## config.mk

```make
export PLATFORM = sky130hd
export DESIGN_NAME = quote_escape_tokenizer_core
export DESIGN_NICKNAME = d
export VERILOG_FILES = /design/src/hw/rtl/qet_pkg.sv /design/src/hw/rtl/qet_step.sv /design/src/hw/rtl/qet_result_queue.sv /design/src/hw/rtl/quote_escape_tokenizer_core.sv
export SDC_FILE = /design/constraint.sdc
export NUM_CORES = 1
export LEC_CHECK = 0
export ABC_AREA = 1
export BUFFER_PORTS_ARGS = -buffer_cell sky130_fd_sc_hd__buf_2
export CORE_ASPECT_RATIO = 0.9
export CORE_MARGIN = 3
export CORE_UTILIZATION = 40
export CTS_CLUSTER_DIAMETER = 150
export DETAILED_ROUTE_END_ITERATION = 10
export PLACE_DENSITY = 0.63
export SLEW_MARGIN = 10
export SYNTH_ARGS = -nofsm -noshare
export SYNTH_HDL_FRONTEND = slang
export SYNTH_SLANG_ARGS = --single-unit
```

## constraint.sdc

```tcl
create_clock -name clk_i -period 10.7 [get_ports clk_i]
set_input_delay 1.07 -clock clk_i [delete_from_list [all_inputs] [get_ports clk_i]]
set_output_delay 1.07 -clock clk_i [all_outputs]
set_load 0.05 [all_outputs]
```

## src/hw/rtl/qet_pkg.sv

```systemverilog
// Package for the quote/escape tokenizer: payload structs, result kinds,
// register indexes and sizing constants. No dependencies.
package qet_pkg;

  // Default and maximum number of bytes in each character set
  localparam int unsigned SET_BYTES   = 8;
  localparam int unsigned CFG_DATA_W  = 64;
  localparam int unsigned CFG_IDX_W   = 3;
  localparam int unsigned COUNT_W     = 4;
  // Result groups held between the tokenizer step and the output port
  localparam int unsigned QUEUE_DEPTH = 2;

  typedef enum logic [1:0] {
    KIND_BYTE  = 2'd0,
    KIND_END   = 2'd1,
    KIND_DELIM = 2'd2
  } kind_e;

  typedef enum logic [CFG_IDX_W-1:0] {
    REG_DROP_CHARS  = 3'd0,
    REG_DROP_COUNT  = 3'd1,
    REG_KEEP_CHARS  = 3'd2,
    REG_KEEP_COUNT  = 3'd3,
    REG_QUOTE_CHARS = 3'd4,
    REG_QUOTE_COUNT = 3'd5,
    REG_ESC_CHARS   = 3'd6,
    REG_ESC_COUNT   = 3'd7
  } reg_idx_e;

  typedef struct packed {
    logic [7:0] in_byte;
    logic       end_of_string;
  } in_item_t;

  typedef struct packed {
    kind_e      kind;
    logic [7:0] out_byte;
    logic       last;
  } out_item_t;

  // One result without its last flag
  typedef struct packed {
    kind_e      kind;
    logic [7:0] out_byte;
  } result_t;

  // All results caused by one input: one or two of them
  typedef struct packed {
    logic    two;
    result_t r0;
    result_t r1;
  } group_t;

  typedef struct packed {
    logic       in_quote;
    logic [7:0] open_quote_byte;
    logic       token_open;
    logic       escape_pending;
  } tok_state_t;

endpackage

```

## src/hw/rtl/qet_step.sv

```systemverilog
// Combinational tokenizer step: set compares, state update and the
// results of one input byte. Depends on qet_pkg.
module qet_step #(
  parameter int unsigned SetBytes = qet_pkg::SET_BYTES
) (
  input  qet_pkg::in_item_t                item_i,
  input  qet_pkg::tok_state_t              state_i,
  input  logic [SetBytes-1:0][7:0]         drop_chars_i,
  input  logic [qet_pkg::COUNT_W-1:0]      drop_count_i,
  input  logic [SetBytes-1:0][7:0]         keep_chars_i,
  input  logic [qet_pkg::COUNT_W-1:0]      keep_count_i,
  input  logic [SetBytes-1:0][7:0]         quote_chars_i,
  input  logic [qet_pkg::COUNT_W-1:0]      quote_count_i,
  input  logic [SetBytes-1:0][7:0]         esc_chars_i,
  input  logic [qet_pkg::COUNT_W-1:0]      esc_count_i,
  output qet_pkg::tok_state_t              state_o,
  output logic                             any_o,
  output qet_pkg::group_t                  group_o
);

  logic [SetBytes-1:0] drop_hit, keep_hit, quote_hit, esc_hit;

  // Parallel compares; an entry counts only below the set's count
  for (genvar i = 0; i < SetBytes; i++) begin : g_cmp
    localparam logic [qet_pkg::COUNT_W-1:0] Pos = qet_pkg::COUNT_W'(i);
    assign drop_hit[i]  = (drop_count_i  > Pos) && (drop_chars_i[i]  == item_i.in_byte);
    assign keep_hit[i]  = (keep_count_i  > Pos) && (keep_chars_i[i]  == item_i.in_byte);
    assign quote_hit[i] = (quote_count_i > Pos) && (quote_chars_i[i] == item_i.in_byte);
    assign esc_hit[i]   = (esc_count_i   > Pos) && (esc_chars_i[i]   == item_i.in_byte);
  end

  logic            is_drop, is_keep, is_quote, is_esc;
  logic            add;
  logic [1:0]      n;
  qet_pkg::result_t res0, res1;

  assign is_drop  = |drop_hit;
  assign is_keep  = |keep_hit;
  assign is_quote = |quote_hit;
  assign is_esc   = |esc_hit;

  always_comb begin
    state_o = state_i;
    add     = 1'b0;
    n       = 2'd0;
    res0    = '{kind: qet_pkg::KIND_BYTE, out_byte: 8'h00};
    res1    = '{kind: qet_pkg::KIND_BYTE, out_byte: 8'h00};

    priority if (state_i.escape_pending) begin
      // literal byte after an escape
      state_o.escape_pending = 1'b0;
      state_o.token_open     = 1'b1;
      res0 = '{kind: qet_pkg::KIND_BYTE, out_byte: item_i.in_byte};
      n    = 2'd1;
    end else if (is_esc) begin
      // escape on the final byte is dropped
      state_o.escape_pending = !item_i.end_of_string;
    end else begin
      add = 1'b1;
      if (is_quote) begin
        if (!state_i.in_quote) begin
          state_o.in_quote        = 1'b1;
          state_o.open_quote_byte = item_i.in_byte;
          add = 1'b0;
        end else if (state_i.open_quote_byte == item_i.in_byte) begin
          state_o.in_quote        = 1'b0;
          state_o.open_quote_byte = 8'h00;
          add = 1'b0;
        end
      end
      // delimiters see the quote state after the update above
      if (!state_o.in_quote && (is_drop || is_keep)) begin
        add = 1'b0;
        if (state_i.token_open) begin
          res0 = '{kind: qet_pkg::KIND_END, out_byte: 8'h00};
          n    = 2'd1;
          state_o.token_open = 1'b0;
        end
        if (is_keep) begin
          if (n == 2'd0) begin
            res0 = '{kind: qet_pkg::KIND_DELIM, out_byte: item_i.in_byte};
          end else begin
            res1 = '{kind: qet_pkg::KIND_DELIM, out_byte: item_i.in_byte};
          end
          n = n + 2'd1;
        end
      end
      if (add) begin
        res0 = '{kind: qet_pkg::KIND_BYTE, out_byte: item_i.in_byte};
        n    = 2'd1;
        state_o.token_open = 1'b1;
      end
    end

    // end of string closes an open token and clears all state
    if (item_i.end_of_string) begin
      if (state_o.token_open) begin
        if (n == 2'd0) begin
          res0 = '{kind: qet_pkg::KIND_END, out_byte: 8'h00};
        end else begin
          res1 = '{kind: qet_pkg::KIND_END, out_byte: 8'h00};
        end
        n = n + 2'd1;
      end
      state_o = '0;
    end
  end

  assign any_o      = (n != 2'd0);
  assign group_o.two = (n == 2'd2);
  assign group_o.r0 = res0;
  assign group_o.r1 = res1;

endmodule

```

## src/hw/rtl/qet_result_queue.sv

```systemverilog
// Result queue: holds the result groups of accepted bytes and sends them
// out one result per transfer. Depends on qet_pkg.
module qet_result_queue (
  input  logic               clk_i,
  input  logic               rst_ni,
  input  logic               push_i,
  input  qet_pkg::group_t    group_i,
  output logic               full_o,
  output logic               out_valid_o,
  input  logic               out_stall_i,
  output qet_pkg::out_item_t out_data_o
);

  localparam int unsigned Depth = qet_pkg::QUEUE_DEPTH;
  localparam int unsigned PtrW  = (Depth > 1) ? $clog2(Depth) : 1;
  localparam int unsigned CntW  = $clog2(Depth + 1);

  qet_pkg::group_t mem_q [Depth];
  logic [PtrW-1:0] wptr_q, wptr_d, rptr_q, rptr_d;
  logic [CntW-1:0] count_q, count_d;
  logic            sub_q, sub_d;
  logic            xfer, pop;
  qet_pkg::group_t head;

  assign head        = mem_q[rptr_q];
  assign out_valid_o = (count_q != '0);
  assign full_o      = (count_q == CntW'(Depth));
  assign xfer        = out_valid_o && !out_stall_i;

  // second result of a pair carries last, as does a lone result
  always_comb begin
    out_data_o.kind     = sub_q ? head.r1.kind : head.r0.kind;
    out_data_o.out_byte = sub_q ? head.r1.out_byte : head.r0.out_byte;
    out_data_o.last     = sub_q || !head.two;
  end

  assign pop = xfer && out_data_o.last;

  // pointer and count update
  always_comb begin
    wptr_d  = wptr_q;
    rptr_d  = rptr_q;
    sub_d   = sub_q;
    count_d = count_q;
    if (push_i) begin
      wptr_d = (wptr_q == PtrW'(Depth - 1)) ? '0 : wptr_q + PtrW'(1);
    end
    if (xfer) begin
      sub_d = !out_data_o.last;
    end
    if (pop) begin
      rptr_d = (rptr_q == PtrW'(Depth - 1)) ? '0 : rptr_q + PtrW'(1);
    end
    unique case ({push_i, pop})
      2'b10:   count_d = count_q + CntW'(1);
      2'b01:   count_d = count_q - CntW'(1);
      default: count_d = count_q;
    endcase
  end

  always_ff @(posedge clk_i or negedge rst_ni) begin
    if (!rst_ni) begin
      wptr_q  <= '0;
      rptr_q  <= '0;
      sub_q   <= 1'b0;
      count_q <= '0;
    end else begin
      wptr_q  <= wptr_d;
      rptr_q  <= rptr_d;
      sub_q   <= sub_d;
      count_q <= count_d;
    end
  end

  // group storage
  always_ff @(posedge clk_i) begin
    if (push_i) begin
      mem_q[wptr_q] <= group_i;
    end
  end

endmodule

```

## src/hw/rtl/quote_escape_tokenizer_core.sv

```systemverilog
// Top level of the quote/escape tokenizer: configuration registers, state
// registers, step logic and result queue. Depends on qet_pkg, qet_step,
// qet_result_queue.
//
//   channel  direction  handshake             payload
//   in       input      in_valid_i/in_stall_o  in_data_i  (in_item_t)
//   out      output     out_valid_o/out_stall_i out_data_o (out_item_t)
//   cfg      input      cfg_we_i               cfg_idx_i, cfg_wdata_i
//
// One input byte is taken per cycle while in_stall_o is low; its results
// enter the result queue on the transfer and leave it in order. Each result
// needs one output transfer, so a byte with two results needs two. in_stall_o rises
// when the two-entry result queue is full. After reset every set is empty
// and all tokenizer state is clear; stalls on the output never drop or
// repeat a result.
module quote_escape_tokenizer_core #(
  parameter int unsigned SetBytes = qet_pkg::SET_BYTES
) (
  input  logic                              clk_i,
  input  logic                              rst_ni,
  input  logic                              in_valid_i,
  output logic                              in_stall_o,
  input  qet_pkg::in_item_t                 in_data_i,
  output logic                              out_valid_o,
  input  logic                              out_stall_i,
  output qet_pkg::out_item_t                out_data_o,
  input  logic                              cfg_we_i,
  input  logic [qet_pkg::CFG_IDX_W-1:0]     cfg_idx_i,
  input  logic [qet_pkg::CFG_DATA_W-1:0]    cfg_wdata_i
);

  localparam int unsigned CharsW = SetBytes * 8;

  logic [SetBytes-1:0][7:0]        drop_chars_q, keep_chars_q, quote_chars_q, esc_chars_q;
  logic [qet_pkg::COUNT_W-1:0]     drop_count_q, keep_count_q, quote_count_q, esc_count_q;
  qet_pkg::tok_state_t             state_q, state_d;
  qet_pkg::group_t                 group;
  logic                            any_res, in_xfer, full;

  assign in_stall_o = full;
  assign in_xfer    = in_valid_i && !full;

  // configuration registers
  always_ff @(posedge clk_i or negedge rst_ni) begin
    if (!rst_ni) begin
      drop_chars_q  <= '0;
      drop_count_q  <= '0;
      keep_chars_q  <= '0;
      keep_count_q  <= '0;
      quote_chars_q <= '0;
      quote_count_q <= '0;
      esc_chars_q   <= '0;
      esc_count_q   <= '0;
    end else if (cfg_we_i) begin
      unique case (qet_pkg::reg_idx_e'(cfg_idx_i))
        qet_pkg::REG_DROP_CHARS:  drop_chars_q  <= cfg_wdata_i[CharsW-1:0];
        qet_pkg::REG_DROP_COUNT:  drop_count_q  <= cfg_wdata_i[qet_pkg::COUNT_W-1:0];
        qet_pkg::REG_KEEP_CHARS:  keep_chars_q  <= cfg_wdata_i[CharsW-1:0];
        qet_pkg::REG_KEEP_COUNT:  keep_count_q  <= cfg_wdata_i[qet_pkg::COUNT_W-1:0];
        qet_pkg::REG_QUOTE_CHARS: quote_chars_q <= cfg_wdata_i[CharsW-1:0];
        qet_pkg::REG_QUOTE_COUNT: quote_count_q <= cfg_wdata_i[qet_pkg::COUNT_W-1:0];
        qet_pkg::REG_ESC_CHARS:   esc_chars_q   <= cfg_wdata_i[CharsW-1:0];
        qet_pkg::REG_ESC_COUNT:   esc_count_q   <= cfg_wdata_i[qet_pkg::COUNT_W-1:0];
        default: ;
      endcase
    end
  end

  // tokenizer state advances on every input transfer
  always_ff @(posedge clk_i or negedge rst_ni) begin
    if (!rst_ni) begin
      state_q <= '0;
    end else if (in_xfer) begin
      state_q <= state_d;
    end
  end

  qet_step #(
    .SetBytes(SetBytes)
  ) u_step (
    .item_i        (in_data_i),
    .state_i       (state_q),
    .drop_chars_i  (drop_chars_q),
    .drop_count_i  (drop_count_q),
    .keep_chars_i  (keep_chars_q),
    .keep_count_i  (keep_count_q),
    .quote_chars_i (quote_chars_q),
    .quote_count_i (quote_count_q),
    .esc_chars_i   (esc_chars_q),
    .esc_count_i   (esc_count_q),
    .state_o       (state_d),
    .any_o         (any_res),
    .group_o       (group)
  );

  qet_result_queue u_queue (
    .clk_i       (clk_i),
    .rst_ni      (rst_ni),
    .push_i      (in_xfer && any_res),
    .group_i     (group),
    .full_o      (full),
    .out_valid_o (out_valid_o),
    .out_stall_i (out_stall_i),
    .out_data_o  (out_data_o)
  );

endmodule

```

Word level (Yosys, flattened, before mapping)
Memory sizes are Yosys's and may differ from the RTL's.
Index checks and enable logic that the tools add are counted.
- add/subtract/negate cells: 6
- $lt $le $gt $ge: 32
- equality and inequality tests: 47
- multiplexer cells: 54
- reduce and logical (&&, ||, !) cells: 66
- operator list (cell ; number):
    $eq 8x8->1 ; 33
    $mux 10 ; 18
    $gt 4x3->1 const B ; 16
    $mux 9 ; 7
    $logic_and 1x1->1 ; 37
    $gt 4x1->1 const B ; 8
    $gt 4x2->1 const B ; 8
    $reduce_or 8->1 ; 4
    $mux 2 ; 12
    $reduce_and 2->1 ; 8
    $mux 1 ; 14
    $eq 3x3->1 const B ; 4
    $mux 11 ; 1
    $mux 8 ; 1
    $reduce_bool 2->1 ; 4
    $add 2x1->2 const B ; 3
    $eq 2x2->1 const B ; 3
    $eq 3x2->1 const B ; 2
    $logic_not 1->1 ; 6
    $reduce_and 5->1 ; 1
    $logic_not 2->1 ; 2
    $ne 2x2->1 const B ; 2
    $pmux 2 s2 ; 1
    $eq 3x1->1 const B ; 1
    other kinds (7) ; 9
- flip-flop bits (word level): 288
- memory bits (writable): 42
- input bits: 81
- output and inout port bits: 13
- word-level logic and storage cells: 250
- memories kept: 1
- memory list (memory ; depth ; width ; read ports ; clocked after Yosys merged registers in ; write ports ; line ; RTL):
    u_queue.mem_q ; 2 ; 21 ; 1 ; 0 ; 1 ; qet_result_queue.sv:18 ; qet_pkg::group_t mem_q [Depth];

Logic depth before layout (Yosys ltp)
- word-level depth: 24
- depth in mapped cells: 27
- gate-level depth less buffers: 26

Hierarchy
A second synthesis with hierarchy kept.
- cell total of the unflattened synthesis: 2372
- area, all modules: 18159.9 um2
- by module, submodules not included (module ; instances ; cells each ; area each (um2) ; sequential area each (um2)):
    quote_escape_tokenizer_core ; 1 ; 1242 ; 11110.7 ; 7081.8
    qet_step ; 1 ; 993 ; 5227.5 ; 0.0
    qet_result_queue ; 1 ; 137 ; 1821.7 ; 1386.3

Worst setup path before layout
OpenSTA, ideal clock, no wires.
- kind: input -> register
- from: input in_data_i[2] (netlist name)
- to: memory u_queue.mem_q[1][0] (netlist name) (enable)
- setup time: 399 ps
- arrival time: 4079 ps
- data required time: 10301 ps
- setup slack: 6223 ps
- stages on the path: 22
- path buffers: 2
- cell sequence: buf_6 > inv_4 > buf_6 > o21ai_1 > nor2_1 > nand3_1 > nor2_1 > nor2_1 > nand2_2 > nor2_8 > inv_1 > ha_1 > inv_1 > nand4_1 > inv_2 > nor2_4 > ha_1 > nand3b_1 > nand2_1 > nand2_2 > nand2_2 > nor2_1
- word-level cells in the longest chain between the ends: 21
- elaborated cells between the ends (all ways): 99
- those cells by class: add/sub (1); eq/ne (33); mux (24); reduce/logical (41)
- RTL lines (element ; line ; RTL):
    start: declaration ; quote_escape_tokenizer_core.sv:23 ; input qet_pkg::in_item_t in_data_i,
    $eq 8x8->1 (on tied branches) ; qet_step.sv:28, qet_step.sv:65 ;
    $logic_and 1x1->1 or $mux 9 (tied branches) ; qet_step.sv:28, qet_step.sv:65 ;
    $reduce_or 8->1 or $mux 9 (tied branches) ; qet_step.sv:39, qet_step.sv:61 ;
    $mux 9 ; qet_step.sv:60 ; if (is_quote) begin
    $mux 9 ; qet_step.sv:55 ; end else if (is_esc) begin
    $mux 9 ; qet_step.sv:49 ; priority if (state_i.escape_pending) begin
    $logic_not 1->1 ; qet_step.sv:72 ; if (!state_o.in_quote && (is_drop || is_keep)) begin
    $logic_and 1x1->1 ; qet_step.sv:72 ;
    [... 5 more ...] ; -- ;
    $mux 2 ; qet_step.sv:49 ;
    $add 2x1->2 ; qet_step.sv:103 ; n = n + 2'd1;
    $mux 2 ; qet_step.sv:97 ; if (state_o.token_open) begin
    $mux 2 * ; qet_step.sv:96 ; if (item_i.end_of_string) begin
    $reduce_bool 2->1 * ; qet_step.sv:109 ; assign any_o = (n != 2'd0);
    $logic_and 1x1->1 * ; quote_escape_tokenizer_core.sv:99 ; .push_i (in_xfer && any_res),
    $mux 1 * ; qet_result_queue.sv:77 ; if (push_i) begin
    $mux 1 (implied by the code) * ; qet_result_queue.sv:78 ; mem_q[wptr_q] <= group_i;
    end: declaration ; qet_result_queue.sv:18 ;
Every way passes the cells marked *; elsewhere a longest branch is shown, timed or not. The select of a mux whose other input is x is not followed.

Final worst setup path
- from: input in_data_i[8] (netlist name)
- to: memory u_queue.mem_q[0][17] (netlist name) (enable)
The elaborated chain is that of the path after synthesis.

==> run metrics <==
maxcap violations=0; critical path class=input pin to flop; Post-Synth Simple-Gate Area=around a quarter; skew final=0.0266 ns; # clock sinks=330; Die Ht=202 um; global placer's final weighted congestion=~0.89; Reg clk slew, reported paths=0.06 ns; xor and xnor area share after synthesis=about 6.8%; crit-path cells=buf_2 > inv_2 > o21ai_0 > nor2_1 > nand3_1 > nand2_1 > inv_1 > nand2_1 > nor2_8 > inv_1 > ha_1 > inv_1 > nand4_1 > inv_2 > nor2_4 > ha_1 > nand3b_1 > nand2_1 > nand2_2 > nand3_1 > inv_1; Synth Instances=between 2,000 and 2,500; reg2reg start=keep_count_q[2]$_DFFE_PN0P_; first-pass GRT wire length=around 80 mm; main combinational cell family by area after synthesis=simple AND/OR/NAND/NOR gates; Crit path max-delay family=buffers and inverters; syn_area_per_cell=around 7.9 sq um; most common cell after layout, fill and taps aside=nand2_1; core area=between 0.04 and 0.05 sq mm; Initial DRT Pass Iterations=5; #FFs+latches synth=330; Adder-Cell Fraction of Synth Area=less than 1%; Worst setup startpoint=in_data_i[8]; Main synth FF type=dfrtp_1; Data required, critical path=between 10 and 15 ns; setup TNS=0 ns; Post-synth EDFFs=42; die area=around 0.045 sq mm; DR WL/cell=around 18 um; CTS tree=yes; final period utilization=roughly 45%; LEAKAGE=around 9.5 nW; largest net degree at the start of global routing=between 150 and 200; Setup Fix Bufs, Post-CTS=0; fraction of layout cells with a size suffix above 1=around 9.2%; status=complete, no violations; Critical-path top delay cell=inv_1; post-CTS resize count=0; Finish-stage setup viols=0; CP startpoint kind=input pin; Worst path depth=21; number of port buffers=between 90 and 100; Via density=5.10; Post-Syn Area=~0.017 sq mm; RSZ-0062 raised after global routing=no; final number of hold-violating endpoints=0; Hold WC Path Type=flop to flop; initial antenna violation count=2; Die Width=224 um; Syn. warnings=0; Slew @ Worst Pin=between 1 and 1.5 ns; unique cell type count in the Yosys netlist=36; Antenna Violating Nets Remaining=0; dpl hpwl=33.3 mm; clk_lat worst skew=around 0.55 ns; CP endpoint=u_queue.mem_q[0][17]$_DFFE_PP_; dpl cells=~2,700; row count=a little over 70; Num CTS Buffers=38; Post-Route WL=approximately 50 mm; Nets=2,294; FF-to-FF End=u_queue.mem_q[0][17]$_DFFE_PP_; PD cells=213 mW/mm^2; FF-to-FF setup slack=about 6.8 ns; Via Count=between 10,000 and 15,000; area grow syn2layout=11.3%; reg2reg path depth=21; most frequent cells in the layout=nand2_1 (684), o21ai_0 (314), dfrtp_1 (288); sequential-to-total area share from yosys stat=49.5%; post-route cell area=0.0190 sq mm; Initial Util=around two fifths; post-layout util=a little under half; Slew headroom=32.0%; kind of end point of the critical path=flop; Crit path largest cell delay=between 0.6 and 0.7 ns; vias in the first global route=roughly 14,000; drc violations=0; CP most frequent cell=inv_1; VDD IR max=between 0.1 and 0.15 mV; Worst Path Arrival=a little under 5 ns; maximum clock insertion buffer count=3; post-synthesis async set-or-reset flop share=between 80% and 90%; GRT Total Usage=22.4%; I/O pin total=94; Slew Limit Fails=0; initial drt markers=1,415; Syn Nets=~2,300; worst hold slack=0.484 ns; Final Non-Filler Cells=about 2,800; Root Buffer=clkbuf_16; fmax=0.208 GHz; Post-CTS Hold Buffers=0; mux cell area share after synthesis=0%; WP buf/inv=7; Clock H-tree levels=2; CP Max Fanout=29; post-synthesis compound-gate area fraction=between 10% and 20%; area of placed instances=roughly 0.018 sq mm; Remaining Overflow, GRT=0; Fill cells=4,171; Period minus WS final=4.80 ns
metal layers:
layer | vias up | share of wire (%) | GRT usage [%]
met1 | 6766 | 47 | 33.4
met2 | 501 | 42 | 32.6
li1 | 6847 | - | -
met5 | - | 0.026 | 0
met4 | 2 | 2.4 | 6.35
met3 | 87 | 8.4 | 5.17
worst min-delay path: stages (launching register included):
cell and delay, ns:
dfrtp_1 0.34, nand2_1 0.05, o21ai_0 0.06
cells by family after synthesis:
family | Yosys count
compound gates | 356
xor+xnor | 132
fa+ha+maj | 4
buf+inv | 343
flops | 330
simple gates | 1004
metrics by stage:
step / setup WS (ns) / power, mW
floorplan: 6.22 / 2.41
global placement: 5.43 / 2.68
detailed placement: 5.32 / 2.71
CTS: 5.91 / 4.08
global route: 5.55 / 4.30
finish: 5.90 / 4.05
cell usage after synthesis (13+ instances only):
master	instances	area share (%)
a21oi_1	16	0.47
buf_4	13	0.57
buf_6	18	1.2
clkbuf_1	62	1.4
dfrtp_1	288	42
edfxtp_1	42	7.4
inv_1	227	5.0
nand2_1	688	15
nand3_1	51	1.5
nand4_1	18	0.66
nor2_1	191	4.2
nor3_1	18	0.53
o21ai_0	314	9.2
xnor2_1	59	3.0
xor2_1	73	3.7
power breakdown:
part	leakage [nW]	internal, mW	switching, mW
Clock	0.631	0.820	0.531
Combinational	4.84	0.320	0.653
Sequential	4.03	1.52	0.203
how the worst min path moves through the flow:
stage | startpoint | end | slack [ns] | cells past startpoint
after CTS | drop_chars_q[24]$_DFFE_PN0P_ | drop_chars_q[24]$_DFFE_PN0P_ | 0.49 | 2
after global routing | quote_chars_q[24]$_DFFE_PN0P_ | quote_chars_q[24]$_DFFE_PN0P_ | 0.52 | 2
final | quote_chars_q[24]$_DFFE_PN0P_ | quote_chars_q[24]$_DFFE_PN0P_ | 0.48 | 2
after global placement | u_queue.wptr_q$_DFFE_PN0P_ | u_queue.wptr_q$_DFFE_PN0P_ | 0.46 | 2
after floorplan | u_queue.wptr_q$_DFFE_PN0P_ | u_queue.wptr_q$_DFFE_PN0P_ | 0.44 | 2
after detailed placement | quote_chars_q[24]$_DFFE_PN0P_ | quote_chars_q[24]$_DFFE_PN0P_ | 0.47 | 2
sequential cells by signal, indices dropped and copies added (netlist names):
signal	cells
drop_chars_q	64
drop_count_q	4
esc_chars_q	64
esc_count_q	4
keep_chars_q	64
keep_count_q	4
quote_chars_q	64
quote_count_q	4
state_q	11
u_queue.count_q	2
u_queue.mem_q	42
u_queue.rptr_q	1
u_queue.sub_q	1
u_queue.wptr_q	1
final cells by class:
type | instances | area [sq um] | area share (%)
flip-flops and latches | 330 | 8470 | 44.5
diodes | 1 | 2.50 | 0.0131
well taps | 547 | 684 | 3.59
inverters | 237 | 892 | 4.69
clock buffers | 57 | 1120 | 5.86
multi-input cells | 1496 | 7120 | 37.4
clock inverters | 13 | 171 | 0.900
repair buffers | 106 | 586 | 3.08
Power figures use the tool's default switching activity.
